==> config.mk <==
export PLATFORM = sky130hd
export DESIGN_NAME = vml_sqrt_cell
export DESIGN_NICKNAME = d
export VERILOG_FILES = /design/src/rtl/vml_pkg.sv /design/src/rtl/vml_sqrt_cell.sv
export SDC_FILE = /design/constraint.sdc
export NUM_CORES = 1
export LEC_CHECK = 0
export ABC_AREA = 1
export BUFFER_PORTS_ARGS = -buffer_cell sky130_fd_sc_hd__buf_2
export CAP_MARGIN = 30
export CORE_ASPECT_RATIO = 0.9
export CORE_UTILIZATION = 43
export DETAILED_ROUTE_END_ITERATION = 7
export PLACE_DENSITY = 0.9
export SLEW_MARGIN = 10
export SYNTH_ARGS = -nofsm -noshare
export SYNTH_HDL_FRONTEND = slang
export SYNTH_SLANG_ARGS = --single-unit
==> constraint.sdc <==
create_clock -name i_clk -period 2 [get_ports i_clk]
set_input_delay 0.3 -clock i_clk [delete_from_list [all_inputs] [get_ports i_clk]]
set_output_delay 0.3 -clock i_clk [all_outputs]
set_load 0.02 [all_outputs]
==> src/rtl/vml_pkg.sv <==
// ---------------------------------------------------------------------------
// vml_pkg: shared types and constants of the vector magnitude limiter
// Component widths, cell payload structs and a magnitude helper.
// ---------------------------------------------------------------------------
`default_nettype none

package vml_pkg;

    localparam int CW   = 16;            // component width
    localparam int LW   = CW - 1;        // limit width
    localparam int SQW  = 2 * CW;        // sum of squares width
    localparam int NW   = CW;            // norm width
    localparam int REMW = CW + 2;        // square root remainder width
    localparam int PW   = 2 * CW - 2;    // component times limit width
    localparam int QW   = LW;            // quotient width

    localparam logic [LW-1:0] LIMIT_RESET = '1;

    // word carried along the square root cells
    typedef struct packed {
        logic                 valid;
        logic signed [CW-1:0] x;
        logic signed [CW-1:0] y;
    } t_sq_side;

    // working state of one square root cell
    typedef struct packed {
        logic [SQW-1:0]  rad;
        logic [REMW-1:0] rem;
        logic [NW-1:0]   root;
    } t_sq;

    // word carried along the divider cells
    typedef struct packed {
        logic                 valid;
        logic                 limited;
        logic signed [CW-1:0] x;
        logic signed [CW-1:0] y;
        logic [NW-1:0]        norm;
    } t_dv_side;

    // working state of one restoring division
    typedef struct packed {
        logic [NW-1:0] r;
        logic [QW-1:0] low;
        logic [QW-1:0] q;
    } t_dv;

    // absolute value of a signed component, returned unsigned so the most
    // negative value fits
    function automatic logic [CW-1:0] mag(input logic signed [CW-1:0] v);
        logic [CW-1:0] u;
        u = v;
        return v[CW-1] ? (~u + 1'b1) : u;
    endfunction

endpackage

`default_nettype wire

==> src/rtl/vml_sqrt_cell.sv <==
// ---------------------------------------------------------------------------
// vml_sqrt_cell: one step of the integer square root
// Retires two radicand bits and produces one root bit per cycle.
// ---------------------------------------------------------------------------
`default_nettype none

module vml_sqrt_cell (
    input  wire                  i_clk,
    input  wire                  i_rst_n,
    input  wire vml_pkg::t_sq_side i_side,
    input  wire vml_pkg::t_sq    i_sq,
    output vml_pkg::t_sq_side    o_side,
    output vml_pkg::t_sq         o_sq
);

    vml_pkg::t_sq_side r_side;
    vml_pkg::t_sq      r_sq;
    vml_pkg::t_sq      n_sq;

    logic [vml_pkg::REMW+1:0] cur;
    logic [vml_pkg::REMW+1:0] trial;
    logic [vml_pkg::REMW+1:0] diff;

    // bring down two bits and try the next root bit
    always_comb begin
        cur   = {i_sq.rem, i_sq.rad[vml_pkg::SQW-1 -: 2]};
        trial = {{(vml_pkg::REMW-vml_pkg::NW){1'b0}}, i_sq.root, 2'b01};
        diff  = cur - trial;
        n_sq.rad = {i_sq.rad[vml_pkg::SQW-3:0], 2'b00};
        if (cur >= trial) begin
            n_sq.rem  = diff[vml_pkg::REMW-1:0];
            n_sq.root = {i_sq.root[vml_pkg::NW-2:0], 1'b1};
        end else begin
            n_sq.rem  = cur[vml_pkg::REMW-1:0];
            n_sq.root = {i_sq.root[vml_pkg::NW-2:0], 1'b0};
        end
    end

    // advance the word to the next cell
    always_ff @(posedge i_clk) begin
        r_sq   <= n_sq;
        r_side <= i_side;
        if (!i_rst_n) begin
            r_side.valid <= 1'b0;
        end
    end

    assign o_side = r_side;
    assign o_sq   = r_sq;

endmodule

`default_nettype wire

* Yosys cells after proc, flatten, opt, wreduce, memory -nomap -nowiden
Index checks and enable logic that the tools add are counted.
** Word-level totals
- Bits in registers :: 97
- Input port bits :: 101
- Output and inout port bits :: 99
- Logic and storage cells :: 9
** Operators by class
- Add/sub/neg operators :: 1
- $lt $le $gt $ge :: 1
- Multiplexer cells :: 1
** Operators with widths (number)
- 34-bit two-way mux :: 1
- 20-bit by 18-bit greater-or-equal comparator with 1-bit output :: 1
- 18-bit subtractor :: 1

* Depth between registers and ports, before layout
- Depth after elaboration :: 2
- Depth in mapped cells :: 14

* Least setup slack after synthesis
OpenSTA, ideal clock, no wires.
- Kind :: input port to flip-flop
- From :: in i_sq[1] (netlist name)
- To :: reg r_sq (netlist bit o_sq[21])
- Library setup time :: 0.118 ns
- Arrival :: 1.518 ns
- Path slack :: 0.364 ns
- Stages :: 11
- Path buffers :: 1
- Path through :: inv_1 ha_1 a21oi_1 nand2_1 nand3_1 nand3_2 nand2_1 nand2_4 inv_4 buf_8 o21ai_2
** RTL lines
- start: declaration :: line vml_sqrt_cell.sv:11 : input wire vml_pkg::t_sq i_sq,
- end signal: assignment :: line vml_sqrt_cell.sv:41 : r_sq <= n_sq;
- end: declaration :: line vml_sqrt_cell.sv:17 : vml_pkg::t_sq r_sq;

==> reports/qor.yml <==
run_status:
  outcome: "complete, no violations"
floorplanning:
  ios: 200
  core_area_um2: 7540
  start_util_pct: 44.5
  die_x_um: 95.1
  die_y_um: 85.8
  die_area_um2: 8160
  rows: 30
clock_tree:
  cts.sinks: 97
  path_clk_slew_ns: 0.10
  cts_tree: "done"
  clockBufferDepth: 2
  numCtsBuffers: 9
  cts-root-buf: "clkbuf_8"
  cts_resized: 0
  cts.htree.levels: 3
synth:
  synth.largest_area_cell: "dfxtp_1"
  ys_seq_elements: 97
  synthCells: 363
  syn_avg_cell_area_um2: 9.25
  synth_top_area_share_pct: 57.8
  netlist_area_um2: 3360
  yosys-top-cells-count: "nand2_1, dfxtp_1, inv_1"
  synth-main-ff-cell: "dfxtp_1"
  yosysMostFrequentCell: "nand2_1"
  synth_cell_types: 29
  synth_area_leaders: "dfxtp_1, nand2_1, ha_1, inv_1, nand3_1"
  synth_enable_flop_cells: 0
  yosysWarningCount: 0
  postSynth.asyncResetShare_pct: 0
  yosysSeqAreaShare_pct: 57.8
critical_path:
  start_kind: "input pin"
  crit_type: "in2reg"
  crit_arrival_ns: 1.89
  cp_max_fo: 25
  endpoint_kind: "register"
  cp_data_required_time_ns: 2.30
final_layout:
  n_fill_cell: 651
  instances_no_fill: 678
  nets: 696
  drive_above_1_share_pct: 41.2
  num_antenna_cells: 0
  synthToLayoutAreaGrowth_pct: 40.1
power_and_ir_drop:
  leakagePower_nw: 2.57
  ir_drop_v: 0.000330
  p_per_area_nw_per_um2: 909
grt:
  grt_pass1_vias: 3022
  grt_pass1_wl_mm: 14.1
  grt_use_total_pct: 22.9
  overflow: 0
  grt_start_max_net_pins: 26
  antenna_found_initial: 0
placed_design:
  port_buffers: 197
  placed_cells: 655
  gp_congestion: 0.937
  pre_cts_slack_ns: 0.0590
  dp_hpwl_mm: 7.53
flow_run:
  maxCapViolations: 0
sta:
  period_needed_ns: 1.59
  fin_crit_sh_pct: 79.6
  holdWs_ns: 0.0237
  grt_setup_unrepaired: "no"
  slew_viol_final: 0
  max_clock_freq_mhz: 628
  setup_violations: 0
  fin_tns_setup_ns: 0
  final_hold_viol_count: 0
  setup_slack_ns: 0.409
hold_path:
  min_path_type: "in2reg"
drt:
  first_pass_iters: 4
  drtAntennaViolNets: 0
  wl_per_cell_um: 14.4
  viasPerCell: 4.52
  drcViolationCount: 0
  via_count: 3063
  wirelength_mm: 9.79
  drtIter0Drc: 96
==> kinds of logic after synthesis <==
| group | after synthesis | synth area share [%] |
|---|---|---|
| AOI/OAI and AO/OA | 24 | 4.55 |
| xor gates and xnor gates | 10 | 2.61 |
| other | 1 | 0.112 |
| adders and majority gates | 18 | 6.71 |
| and+or+nand+nor | 159 | 21.1 |
| DFF | 97 | 57.8 |
| buffers and inverters | 54 | 7.12 |
==> path summary, 6_finish.rpt <==
kind / from / to / slack [ns] / cells after the start
setup / recovery: i_sq[9] / o_sq[20] / 0.41 / 12
hold / removal: i_sq[45] / o_sq[47] / 0.02 / 1
==> registers in the layout, indices dropped and copies added, names as in the netlist <==
name	flops
o_sq	64
o_side	33
==> cell type report <==
class                   instances  area, um2  share of cell area, %
well taps                      96        120                   2.55
flip-flops and latches         97       1940                   41.3
inverters                      49        186                   3.96
clock buffers                  10        138                   2.93
multi-input cells             213       1180                   25.1
clock inverters                 6       57.6                   1.22
repair buffers                207       1080                   22.9
==> metrics by stage <==
step | util [%] | power [mW] | cell area [um2]
after CTS | 61.4 | 4.30 | 4630
after floorplan | - | 2.73 | 3360
final | 62.3 | 4.28 | 4700
after detailed placement | 58.8 | 3.07 | 4440
after global placement | 58.8 | 3.05 | 4440
after global routing | 62.3 | 4.49 | 4700
==> per-layer routing <==
layer | wire [um] | track usage (%) | up-vias | share of wire (%)
met3 | 883 | 8.87 | 27 | 9.0
met4 | 285 | 8.13 | 0 | 2.9
li1 | - | - | 1552 | -
met1 | 3590 | 22.9 | 1354 | 37
met5 | 0 | 0 | - | 0
met2 | 5030 | 42.5 | 130 | 51
==> where the power goes <==
part,internal [mW],switching (mW)
sequential,2.09,0.0382
clock,0.515,0.717
combinational,0.347,0.572
==> timing repair <==
item	4_1_cts	5_1_grt
setup buffers	0	0
hold endpoints to repair	0	7
hold buffers	0	7
==> layout by cell type (no fill, tap or decap), types with 4 or more instances in the layout <==
cell	n
nand2_2	5
nand2_1	103
nand3b_1	6
xnor2_1	6
nand3_1	18
o21ai_2	8
a21oi_1	12
inv_1	47
dfxtp_1	97
nor2_1	14
nor2_2	4
clkbuf_8	10
dlygate4sd3_1	7
ha_1	18
buf_2	197
xor2_1	4
==> worst max-delay path: stages <==
cell and delay [ns]:
buf_2 0.09, inv_1 0.04, ha_1 0.34, a21oi_1 0.25, nand2_1 0.11, inv_1 0.07
nand3_2 0.08, nand2_1 0.10, nand2_4 0.06, inv_4 0.24, nand2_1 0.11, o21ai_2 0.07
Note: power is estimated with default switching activity, not from simulation.
