===== src/rtl/vml_pkg.sv =====
// ---------------------------------------------------------------------------
// vml_pkg: shared types and constants of the vector magnitude limiter
// Component widths, cell payload structs and a magnitude helper.
// ---------------------------------------------------------------------------
`default_nettype none

package vml_pkg;

    localparam int CW   = 16;            // component width
    localparam int LW   = CW - 1;        // limit width
    localparam int SQW  = 2 * CW;        // sum of squares width
    localparam int NW   = CW;            // norm width
    localparam int REMW = CW + 2;        // square root remainder width
    localparam int PW   = 2 * CW - 2;    // component times limit width
    localparam int QW   = LW;            // quotient width

    localparam logic [LW-1:0] LIMIT_RESET = '1;

    // word carried along the square root cells
    typedef struct packed {
        logic                 valid;
        logic signed [CW-1:0] x;
        logic signed [CW-1:0] y;
    } t_sq_side;

    // working state of one square root cell
    typedef struct packed {
        logic [SQW-1:0]  rad;
        logic [REMW-1:0] rem;
        logic [NW-1:0]   root;
    } t_sq;

    // word carried along the divider cells
    typedef struct packed {
        logic                 valid;
        logic                 limited;
        logic signed [CW-1:0] x;
        logic signed [CW-1:0] y;
        logic [NW-1:0]        norm;
    } t_dv_side;

    // working state of one restoring division
    typedef struct packed {
        logic [NW-1:0] r;
        logic [QW-1:0] low;
        logic [QW-1:0] q;
    } t_dv;

    // absolute value of a signed component, returned unsigned so the most
    // negative value fits
    function automatic logic [CW-1:0] mag(input logic signed [CW-1:0] v);
        logic [CW-1:0] u;
        u = v;
        return v[CW-1] ? (~u + 1'b1) : u;
    endfunction

endpackage

`default_nettype wire


===== src/rtl/vml_div_cell.sv =====
// ---------------------------------------------------------------------------
// vml_div_cell: one step of the two restoring divisions
// Produces one quotient bit of each scaled component per cycle.
// ---------------------------------------------------------------------------
`default_nettype none

module vml_div_cell (
    input  wire                  i_clk,
    input  wire                  i_rst_n,
    input  wire vml_pkg::t_dv_side i_side,
    input  wire vml_pkg::t_dv    i_dx,
    input  wire vml_pkg::t_dv    i_dy,
    output vml_pkg::t_dv_side    o_side,
    output vml_pkg::t_dv         o_dx,
    output vml_pkg::t_dv         o_dy
);

    vml_pkg::t_dv_side r_side;
    vml_pkg::t_dv      r_dx;
    vml_pkg::t_dv      r_dy;

    function automatic vml_pkg::t_dv step(input vml_pkg::t_dv d,
                                          input logic [vml_pkg::NW-1:0] den);
        logic [vml_pkg::NW:0] cur;
        logic [vml_pkg::NW:0] diff;
        vml_pkg::t_dv         o;
        cur   = {d.r, d.low[vml_pkg::QW-1]};
        diff  = cur - {1'b0, den};
        o.low = {d.low[vml_pkg::QW-2:0], 1'b0};
        if (cur >= {1'b0, den}) begin
            o.r = diff[vml_pkg::NW-1:0];
            o.q = {d.q[vml_pkg::QW-2:0], 1'b1};
        end else begin
            o.r = cur[vml_pkg::NW-1:0];
            o.q = {d.q[vml_pkg::QW-2:0], 1'b0};
        end
        return o;
    endfunction

    // subtract the norm where it fits and pass on
    always_ff @(posedge i_clk) begin
        r_dx   <= step(i_dx, i_side.norm);
        r_dy   <= step(i_dy, i_side.norm);
        r_side <= i_side;
        if (!i_rst_n) begin
            r_side.valid <= 1'b0;
        end
    end

    assign o_side = r_side;
    assign o_dx   = r_dx;
    assign o_dy   = r_dy;

endmodule

`default_nettype wire


===== config.mk =====
export PLATFORM = sky130hd
export DESIGN_NAME = vml_div_cell
export DESIGN_NICKNAME = d
export VERILOG_FILES = /design/src/rtl/vml_pkg.sv /design/src/rtl/vml_div_cell.sv
export SDC_FILE = /design/constraint.sdc
export NUM_CORES = 1
export LEC_CHECK = 0
export BUFFER_PORTS_ARGS = -buffer_cell sky130_fd_sc_hd__buf_2
export CAP_MARGIN = 25
export CORE_MARGIN = 4
export CORE_UTILIZATION = 43
export DETAILED_ROUTE_END_ITERATION = 8
export GPL_ROUTABILITY_DRIVEN = 0
export PLACE_DENSITY = 0.85
export SYNTH_ARGS = -nofsm -noshare
export SYNTH_HDL_FRONTEND = slang
export SYNTH_SLANG_ARGS = --single-unit

===== constraint.sdc =====
create_clock -name i_clk -period 3.15 [get_ports i_clk]
set_input_delay 0.63 -clock i_clk [delete_from_list [all_inputs] [get_ports i_clk]]
set_output_delay 0.63 -clock i_clk [all_outputs]
set_load 0.005 [all_outputs]

# --- Word-level counts from Yosys, hierarchy flattened ---
# Index checks and enable logic that the tools add are counted.
word_totals:
  regBits: 140
  input_bits: 144
  output_inout_bits: 142
  wordCells: 19
classes:
  n_addsub: 2
  order_cmp: 2
  mux: 4
ops:
  columns: ["operator", "n"]
  rows:
  - ["$ge 17x16->1", 2]
  - ["$mux 16", 2]
  - ["$sub 16x16->16", 2]
  - ["$mux 1", 2]

# --- Longest topological paths before layout ---
# Gate-level depths: netlist of run 1.
depth:
  word_depth: 2
  mapped_depth: 10
  mapped_depth_nobuf: 10

# --- Least setup slack after synthesis of run 1 ---
# OpenSTA, ideal clock, no wires.
synth_timing:
  path_kind: "in2reg"
  startpoint: "input port i_side[3] (netlist bit)"
  endpoint: "register r_dx, in the netlist o_dx[44]"
  setup_ps: 121
  arrival_time_ps: 2518
  required_ps: 3029
  path_slack_ps: 511
  stages: 10
  n_path_buf: 1
  cell_sequence: "inv_1 ha_1 a21o_1 a21oi_1 a21oi_1 o211ai_2 nor4_2 nor2_2 buf_6 mux2_2"
synth_via:
  elab_chain_len: 2
  elab_cells_between_ends: 3
  classes_between: "add/sub: 1; order compare: 1; mux: 1"
synth_lines:
  columns: ["item", "line", "rtl"]
  rows:
  - ["start, declared", "vml_div_cell.sv:10", "input wire vml_pkg::t_dv_side i_side,"]
  - ["$sub 16x16->16 / $ge 17x16->1 (equally long branches)", "vml_div_cell.sv:28, vml_div_cell.sv:30", null]
  - ["$mux 16 (*)", "vml_div_cell.sv:30", "if (cur >= {1'b0, den}) begin"]
  - ["end signal, assigned", "vml_div_cell.sv:42", "r_dx <= step(i_dx, i_side.norm);"]
  - ["end, declared", "vml_div_cell.sv:19", "vml_pkg::t_dv r_dx;"]
# Every way passes the cells marked *; elsewhere a longest branch is shown, timed or not.
# A chain may end at the register's enable or synchronous reset.

# --- Final worst setup path of run 1 ---
layout_timing:
  startpoint: "input port i_side[7] (netlist bit)"
  endpoint: "register r_dy, in the netlist o_dy[33]"
layout_via:
  elab_chain_len: 2
layout_lines:
  columns: ["item", "line", "rtl"]
  rows:
  - ["$ge 17x16->1", "vml_div_cell.sv:30", null]
  - ["$mux 16", "vml_div_cell.sv:30", null]
  - ["end signal, assigned", "vml_div_cell.sv:43", "r_dy <= step(i_dy, i_side.norm);"]
  - ["end, declared", "vml_div_cell.sv:20", "vml_pkg::t_dv r_dy;"]
# No other way between the ends.

==> qor.txt, run 1 <==
core area = 10900 um2
sequential share of the synthesized area = 58.3%
fmax = 417 MHz
Max Cap Viol = 0
Syn Std Cell Area = 4800 um2
syn avg cell area = 11.8 um2
Gate power share = 16.0%
EDFF count, synth = 0
HPWL after DPL = 13300 um
post-cts sizing count = 0
Critical Path Start Type = input pin
post-CTS setup buffer count = 0
Layout Utilization = 64.5%
clock buffer depth = 2
post-route clock period utilization = 76.1%
Max-slew headroom = 62.3%
CP max stage delay = 0.36 ns
Placed Area = 6410 um2
synth unique cells = 48
total CTS buffers = 17
Filler Cells Inserted = 837
Hold Path Stages = 1
RSZ-0062 raised after global routing = no
Worst EP required = 3.55 ns
Detail Route Antenna Nets = 0
wire per inst = 19.0 um
crit-path most repeated cell = a21oi_1
Post-Layout Inst Area = 7020 um2
Max H-tree Level = 4
Pre-antenna DRT Iters = 5
cells along the critical path = buf_2 > inv_1 > ha_1 > a21oi_1 > nand2_1 > a21o_1 > nor2_1 > a21oi_1 > o32ai_2 > buf_12 > mux2_2
Leakage = 0.00354 uW
Sw Ratio = 24.8%
Vias/cell = 4.95
Initial Util = 44.1%
CP endpoint kind = flip-flop
Fin. Hold Viols = 0
# DRC = 0
Buffers on Ports = 281
peak supply drop = 0.597 mV
Design Power = 4810 uW
Syn Inst Count = 408
nets@finish = 887
clock sinks = 140
crit path time final = 2.40 ns
PD cells = 685 nW/um2
# rows = 38
Slew Viols, Final = 0
share of cells above drive strength 1 = 47.7%
Internal = 3620 uW
antenna violations before repair = 1
P&R area growth vs syn = 46.1%
asr flop ratio synth = 0%
vias in the first global route = 4493
final cell count without fillers = 862
Max FO, Critical Path = 13
first-pass GRT wire length = 23900 um
Clock power frac = 42.9%
num ports = 286
CTS Hold Buffers Added = 0
Reg clk slew, reported paths = 0.06 ns
Ys Warns = 0
routed vias = 4267
Final setup viols = 0
status = completed
largest net degree at the start of global routing = 17
Cells after DPL = 830
Seq cells post-synth = 140
Routed WL = 16400 um
Die Wd = 114 um
TritonCTS clock tree = yes
Die Y = 114 um
Worst Hold Class = in -> reg
GRT Resource Usage Total = 24.7%
CP Data Arrival Time = 2.80 ns
die area = 12900 um2
Reg power frac = 41.1%
gr ovfl total = 0
critical path's slowest cell = ha_1
clock root buffer = clkbuf_8
Tightest Pin Transition = 0.566 ns
setup tns final = 0 ns
Post-synth top flop = dfxtp_1
initial drt markers = 228
Crit Path Category = in -> reg
net load switching power = 1190 uW
==> layer usage <==
layer  share of wire [%]  GRT usage (%)  vias up
met3                 9.2           7.16       39
met2                  50           43.2      240
met1                  37           27.9     1967
met5               0.079              0        -
met4                 3.0           10.7        2
li1                    -              -     2019
==> path summary, 6_finish.rpt <==
path                   start    endpoint  slack [ns]
setup / recovery   i_side[7]    o_dy[33]        0.75
hold / removal    i_side[46]  o_side[46]        0.20
==> layout make-up <==
type	count	area, um2	share of cell area [%]
antenna	1	2.50	0.0357
tap	140	175	2.50
sequential	140	2800	39.9
clock inverter	12	185	2.64
clock buffer	19	422	6.01
inverter	23	86.3	1.23
multi-input combinational	239	1870	26.7
timing repair buffer	288	1470	21.0
==> metrics by stage <==
| stage | setup slack (ns) | hold slack, ns |
|---|---|---|
| after global placement | 0.350 | 0.733 |
| after floorplan | 0.511 | 0.658 |
| after global routing | 0.633 | 0.174 |
| after detailed placement | 0.259 | 0.734 |
| final | 0.752 | 0.200 |
| after CTS | 0.798 | 0.181 |
==> placed cells by master (no fill, tap or decap), types with 2 or more instances in the layout <==
cell / synthesis / layout
a2111oi_0: 2 / 2
a211oi_1: 5 / 5
a21o_1: 11 / 11
a21oi_1: 24 / 24
a31oi_1: 4 / 4
buf_2: 1 / 281
buf_4: 3 / 6
bufinv_16: 0 / 4
clkbuf_1: 2 / 2
clkbuf_16: 0 / 16
clkinv_4: 0 / 2
conb_1: 1 / 2
dfxtp_1: 140 / 140
fa_1: 2 / 2
ha_1: 32 / 32
inv_1: 23 / 23
inv_6: 0 / 4
mux2_1: 7 / 7
mux2_2: 21 / 21
mux2i_1: 4 / 4
nand2_1: 18 / 18
nand3_1: 5 / 5
nand3b_1: 2 / 2
nand4_1: 2 / 2
nor2_1: 18 / 18
nor2b_1: 7 / 7
nor3_1: 5 / 5
o2111ai_1: 2 / 2
o21a_1: 6 / 6
o21ai_0: 15 / 15
o21bai_1: 2 / 2
xnor2_1: 14 / 14
xor2_1: 11 / 11
==> critical path, delay by kind of cell <==
kind,cells,cell delay [ns]
simple gates,2,0.22
buf+inv,3,0.39
mux,1,0.35
fa+ha+maj,1,0.36
compound gates,4,0.85
==> Yosys cell counts, types with 3 or more instances <==
cell	instances	area [um2]
a21o_1	11	82.6
o21ai_0	15	75.1
o21a_1	6	45.0
ha_1	32	400
mux2_2	21	236
inv_1	23	86.3
nor2b_1	7	43.8
nor2_1	18	67.6
nor3_1	5	25.0
mux2_1	7	78.8
a21oi_1	24	120
dfxtp_1	140	2800
nand2_1	18	67.6
nand3_1	5	25.0
xnor2_1	14	123
a211oi_1	5	37.5
a31oi_1	4	25.0
buf_4	3	22.5
mux2i_1	4	40.0
xor2_1	11	96.3
==> registers in the layout (all words and copies together) (netlist names) <==
name / flops
o_side: 50
o_dx: 45
o_dy: 45
==> logic make-up after synthesis <==
| kind of cell | count (synthesis) | synth area share, % |
|---|---|---|
| AOI/OAI and AO/OA | 78 | 10.6 |
| adders and majority gates | 34 | 9.17 |
| and+or+nand+nor | 68 | 7.11 |
| xor gates and xnor gates | 25 | 4.56 |
| other | 1 | 0.0781 |
| DFF | 140 | 58.3 |
| muxes | 32 | 7.40 |
| buffers and inverters | 30 | 2.76 |
==> power by group through the flow <==
stage	logic [uW]	registers, uW	clock network (uW)
after global routing	835	1990	2170
after CTS	769	1980	2090
after global placement	739	2010	0
after detailed placement	759	2010	0
final	768	1980	2070
after floorplan	366	2040	0
No activity file was read; power rests on OpenSTA's default activity.
==> run 2: changes to the inputs <==
ABC_AREA = 1   (was default)
CORE_UTILIZATION = 41   (was 43)
PLACE_DENSITY = 0.82   (was 0.85)
clock period = 2.2 ns   (was 3.15 ns; I/O delays follow)
==> run 2 against run 1 <==
  * Count of clock-buffer cells in the layout did not move
  * Hold slack got worse by 0.082 ns
  * Synthesized cell count rose by 70%
  * Critical path depth rose by 2
  * Wire length rose by 11%
  * Final area rose by 13%
  * Global-route usage fell by 1.6 points
  * Final cell count rose by 39%
  * Sequential share of layout area fell by 4.6 points
  * Largest power group unchanged
==> qor.txt, run 2 <==
status = completed
Critical Path Start Type = input pin
num ports = 286
Vias/cell = 4.54
crit path time final = 1.89 ns
Max Cap Viol = 0
die area = 15600 um2
EDFF count, synth = 0
Pre-antenna DRT Iters = 4
worst hold path startpoint = i_dy[19]
total CTS buffers = 17
max FFs per register = 50
cell with the most instances after synthesis = nand2_1
Post-synth top flop = dfxtp_1
Synth top cells by count = nand2_1 (244), dfxtp_1 (140), inv_1 (113), nand3_1 (55), ha_1 (32)
Die Wd = 125 um
post-synth top area cell = dfxtp_1
largest net degree at the start of global routing = 18
post-route clock period utilization = 86.1%
Die Y = 125 um
Syn Inst Count = 692
# rows = 42
antenna violations before repair = 2
P&R area growth vs syn = 41.7%
RSZ-0062 raised after global routing = no
worst hold margin = 0.118 ns
vias in the first global route = 5440
# DRC = 0
post-cts sizing count = 0
wire per inst = 15.2 um
Cells after DPL = 1164
syn avg cell area = 8.09 um2
asr flop ratio synth = 0%
Buffers on Ports = 281
GRT Resource Usage Total = 23.1%
Layout Utilization = 59.7%
Routed WL = 18200 um
final cell count without fillers = 1196
gr ovfl total = 0
Max H-tree Level = 4
routed vias = 5425
n_diodes = 0
Reg clk slew, reported paths = 0.06 ns
CP Data Arrival Time = 2.20 ns
top-area cell type share of the netlist area = 50.0%
Fin. Hold Viols = 0
Max FO, Critical Path = 17
initial drt markers = 169
nets@finish = 1185
commonest non-fill, non-tap cell in the layout = buf_2
HPWL after DPL = 14800 um
fmax = 528 MHz
Worst Hold Class = in -> reg
synth unique cells = 34
Hold Path End = o_dy[20]
Syn Std Cell Area = 5600 um2
Final setup viols = 0
share of cells above drive strength 1 = 35.4%
Ys Warns = 0
Detail Route Antenna Nets = 0
sequential share of the synthesized area = 50.0%
peak supply drop = 0.550 mV
CTS Hold Buffers Added = 0
clock buffer depth = 2
post-CTS setup buffer count = 0
first-pass GRT wire length = 28100 um
Filler Cells Inserted = 1206
most frequent cells in the layout = buf_2 (281), nand2_1 (244), dfxtp_1 (140)
Crit Path Category = in -> reg
clock sinks = 140
Placed Area = 7340 um2
CP endpoint kind = flip-flop
core area = 13300 um2
PD cells = 871 nW/um2
Post-Layout Inst Area = 7940 um2
TritonCTS clock tree = yes
Leakage = 0.00459 uW
Worst EP required = 2.51 ns
clock root buffer = clkbuf_16
Hold Path Stages = 1
largest cells by area after synthesis = dfxtp_1 (50%), nand2_1 (16%), inv_1 (7.6%), ha_1 (7.1%), nand3_1 (4.9%)
Slew Viols, Final = 0
Initial Util = 42.1%
Seq cells post-synth = 140
run 2: critical path, cell delays in order:
cell and delay [ns]:
buf_2 0.09, inv_1 0.08, ha_1 0.36, nand2_1 0.09, inv_1 0.05, nand2_1 0.07, nor2_1 0.06, nand3b_1 0.08
nand2_1 0.08, nor2_4 0.38, nand2_4 0.24, nand2_1 0.12, nand2_1 0.06
run 2: power by group:
group | switching, uW | internal, uW | total (uW)
Sequential | 45.5 | 2750 | 2800
Combinational | 682 | 525 | 1210
Clock | 1180 | 1730 | 2910
run 2: layout make-up:
class | instances | area [um2] | share of cell area, %
timing repair buffer | 304 | 1600 | 20.2
clock inverter | 13 | 158 | 1.99
multi-input combinational | 429 | 2280 | 28.7
sequential | 140 | 2800 | 35.3
inverter | 115 | 432 | 5.44
tap | 176 | 220 | 2.77
clock buffer | 19 | 443 | 5.58
run 2: worst max path at each step:
| stage | start | to | slack (ns) | cells past startpoint |
|---|---|---|---|---|
| 2_1_floorplan | i_side[10] | o_dy[37] | 0.37 | 13 |
| 3_3_place_gp | i_side[5] | o_dy[44] | -0.11 | 13 |
| 3_5_place_dp | i_side[5] | o_dy[37] | -0.15 | 13 |
| 4_1_cts | i_side[6] | o_dy[37] | 0.30 | 13 |
| 5_1_grt | i_side[3] | o_dy[35] | 0.13 | 13 |
| 6_report | i_side[6] | o_dy[37] | 0.31 | 13 |
run 2: metal layers:
metal | vias to the layer above | routed length, um | GRT usage (%)
li1 | 2743 | - | -
met1 | 2446 | 6710 | 24.6
met2 | 199 | 9690 | 43.7
met3 | 33 | 1300 | 6.56
met4 | 4 | 439 | 7.27
met5 | - | 23 | 0
run 2: cells by family (layout without fill, tap and decap cells):
group / count (synthesis) / in the layout / synth area share, %
AO/OA/AOI/OAI: 23 / 23 / 2.35
XOR/XNOR: 12 / 12 / 1.88
adder cells (fa/ha/maj): 34 / 34 / 7.86
buffers and inverters: 124 / 451 / 9.34
flip-flops: 140 / 140 / 50.0
other: 1 / 2 / 0.0669
AND/OR/NAND/NOR: 358 / 358 / 28.5
run 2: through the flow:
step / worst slack (ns) / power (uW) / setup TNS [ns]
after global routing: 0.129 / 7220 / 0
after detailed placement: -0.146 / 4060 / -2.08
final: 0.305 / 6910 / 0
after CTS: 0.304 / 6980 / 0
after floorplan: 0.371 / 3500 / 0
after global placement: -0.108 / 4030 / -1.51
==> run 3: changes to the inputs <==
CORE_MARGIN = 2   (was 4)
==> run 3 against run 2 <==
  * Clock power decreased by 3%
  * Setup slack better by 0.16 ns
  * Wire length shrank 5.1%
  * Combinational power shrank 4%
  * Utilization decreased by 0.96 points
  * Count of clock-buffer cells in the layout rose by 2
  * Non-clock buffer count shrank 12
  * Fmax is 9.1% higher
  * Global-route usage rose by 0.42 points
  * Sequential cell count unchanged
  * Via count decreased by 1.4%
  * Critical endpoint is now o_dx[38]
  * Largest power group unchanged
==> qor.txt, run 3 (same netlist as run 2, synthesis figures left out) <==
Sw Ratio = 26.8%
nets@finish = 1173
post-route clock period utilization = 79.0%
peak supply drop = 0.538 mV
PD cells = 868 nW/um2
# rows = 42
routed vias = 5351
die area = 14600 um2
Worst EP required = 2.56 ns
setup tns final = 0 ns
total CTS buffers = 17
Leakage = 0.00451 uW
fmax = 576 MHz
Die Wd = 121 um
Routed WL = 17200 um
CP endpoint kind = flip-flop
core area = 13300 um2
Critical Path Start Type = input pin
met1 global-route usage = 24.8%
share of cells above drive strength 1 = 34.4%
Max H-tree Level = 4
Hold Path Stages = 1
crit path time final = 1.74 ns
initial drt markers = 215
Detail Route Antenna Nets = 0
RSZ-0062 raised after global routing = no
Worst Slack Setup Final = 0.463 ns
clock buffer depth = 2
Buffers on Ports = 281
Vias/cell = 4.52
CTS Hold Buffers Added = 0
antenna violations before repair = 4
Initial Util = 42.1%
first-pass GRT wire length = 25900 um
net load switching power = 1820 uW
met2 Usage GRT = 44.3%
Internal = 4960 uW
worst hold path startpoint = i_side[27]
status = completed
Max Cap Viol = 0
Reg clk slew, reported paths = 0.06 ns
post-cts sizing count = 0
Filler Cells Inserted = 1203
Die Y = 121 um
Max FO, Critical Path = 17
Slew Viols, Final = 0
vias in the first global route = 5135
TritonCTS clock tree = yes
Most Crowded Layer GR = met2
HPWL after DPL = 14000 um
gr ovfl total = 0
clock root buffer = clkbuf_16
# DRC = 0
Post-Layout Inst Area = 7810 um2
num ports = 286
Final setup viols = 0
met3 Usage GRT = 8.13%
max FFs per register = 50
Placed Area = 7220 um2
Design Power = 6780 uW
most frequent cells in the layout = buf_2 (281), nand2_1 (244), dfxtp_1 (140)
post-CTS setup buffer count = 0
dpl ws = 0.0472 ns
wire per inst = 14.6 um
commonest non-fill, non-tap cell in the layout = buf_2
Gate power share = 17.1%
CP Data Arrival Time = 2.10 ns
Pre-antenna DRT Iters = 4
Crit Path Category = in -> reg
GRT Resource Usage Total = 23.5%
Fin. Hold Viols = 0
Worst Hold Class = in -> reg
Clock power frac = 41.6%
P&R area growth vs syn = 39.4%
clock sinks = 140
Reg power frac = 41.2%
Hold Path End = o_side[27]
largest net degree at the start of global routing = 18
==> run 3: cell count changes in the layout (fill, tap and decap cells not counted) <==
cell,change
clkinv_4,+1
clkbuf_1,+2
inv_8,-2
buf_4,-10
inv_6,-1
diode_2,+1
buf_12,-2
==> run 3: how the worst max path moves through the flow <==
stage / start / to / cells past startpoint / slack [ns]
2_1_floorplan: i_side[10] / o_dy[37] / 13 / 0.37
3_3_place_gp: i_side[6] / o_dx[45] / 13 / 0.1
3_5_place_dp: i_side[3] / o_dx[38] / 11 / 0.05
4_1_cts: i_side[3] / o_dx[38] / 11 / 0.48
5_1_grt: i_side[8] / o_dx[36] / 13 / 0.31
6_report: i_side[3] / o_dx[38] / 11 / 0.46
==> run 3: critical path: stages <==
cell	delay, ns
buf_2	0.08
inv_1	0.08
ha_1	0.41
nand2_2	0.11
nor2_2	0.14
nand3_2	0.10
nand3_2	0.11
nand3_4	0.23
nand2_8	0.24
nand2_1	0.08
nand2_1	0.06
==> run 3: power groups by stage <==
stage,Combinational [uW],Sequential (uW),Clock [uW]
floorplan,604,2890,0
global placement,1140,2850,0
detailed placement,1160,2850,0
CTS,1170,2800,2870
global route,1310,2810,3010
finish,1160,2800,2820
==> run 3: through the flow <==
step | util [%] | hold slack (ns) | cells
2_1_floorplan | - | 0.468 | 693
3_3_place_gp | 54.3 | 0.542 | 1152
3_5_place_dp | 54.3 | 0.544 | 1152
4_1_cts | 58.7 | 0.103 | 1184
5_1_grt | 58.7 | 0.0952 | 1184
6_report | 58.8 | 0.121 | 1185
==> run 3: routing by layer <==
metal  share of wire (%)  wire length, um  up-vias
met2                  53             9130      193
met1                  37             6430     2399
li1                    -                -     2728
met4                 1.3              226        6
met3                 8.2             1410       25
met5                0.23               40        -
==> run 3: layout make-up <==
type                       count  area [um2]  share of cell area [%]
sequential                   140        2800                    35.9
multi-input combinational    429        2280                    29.2
timing repair buffer         292        1490                    19.1
clock buffer                  21         450                    5.77
inverter                     115         432                    5.53
tap                          176         220                    2.82
clock inverter                11         135                    1.73
antenna                        1        2.50                  0.0320
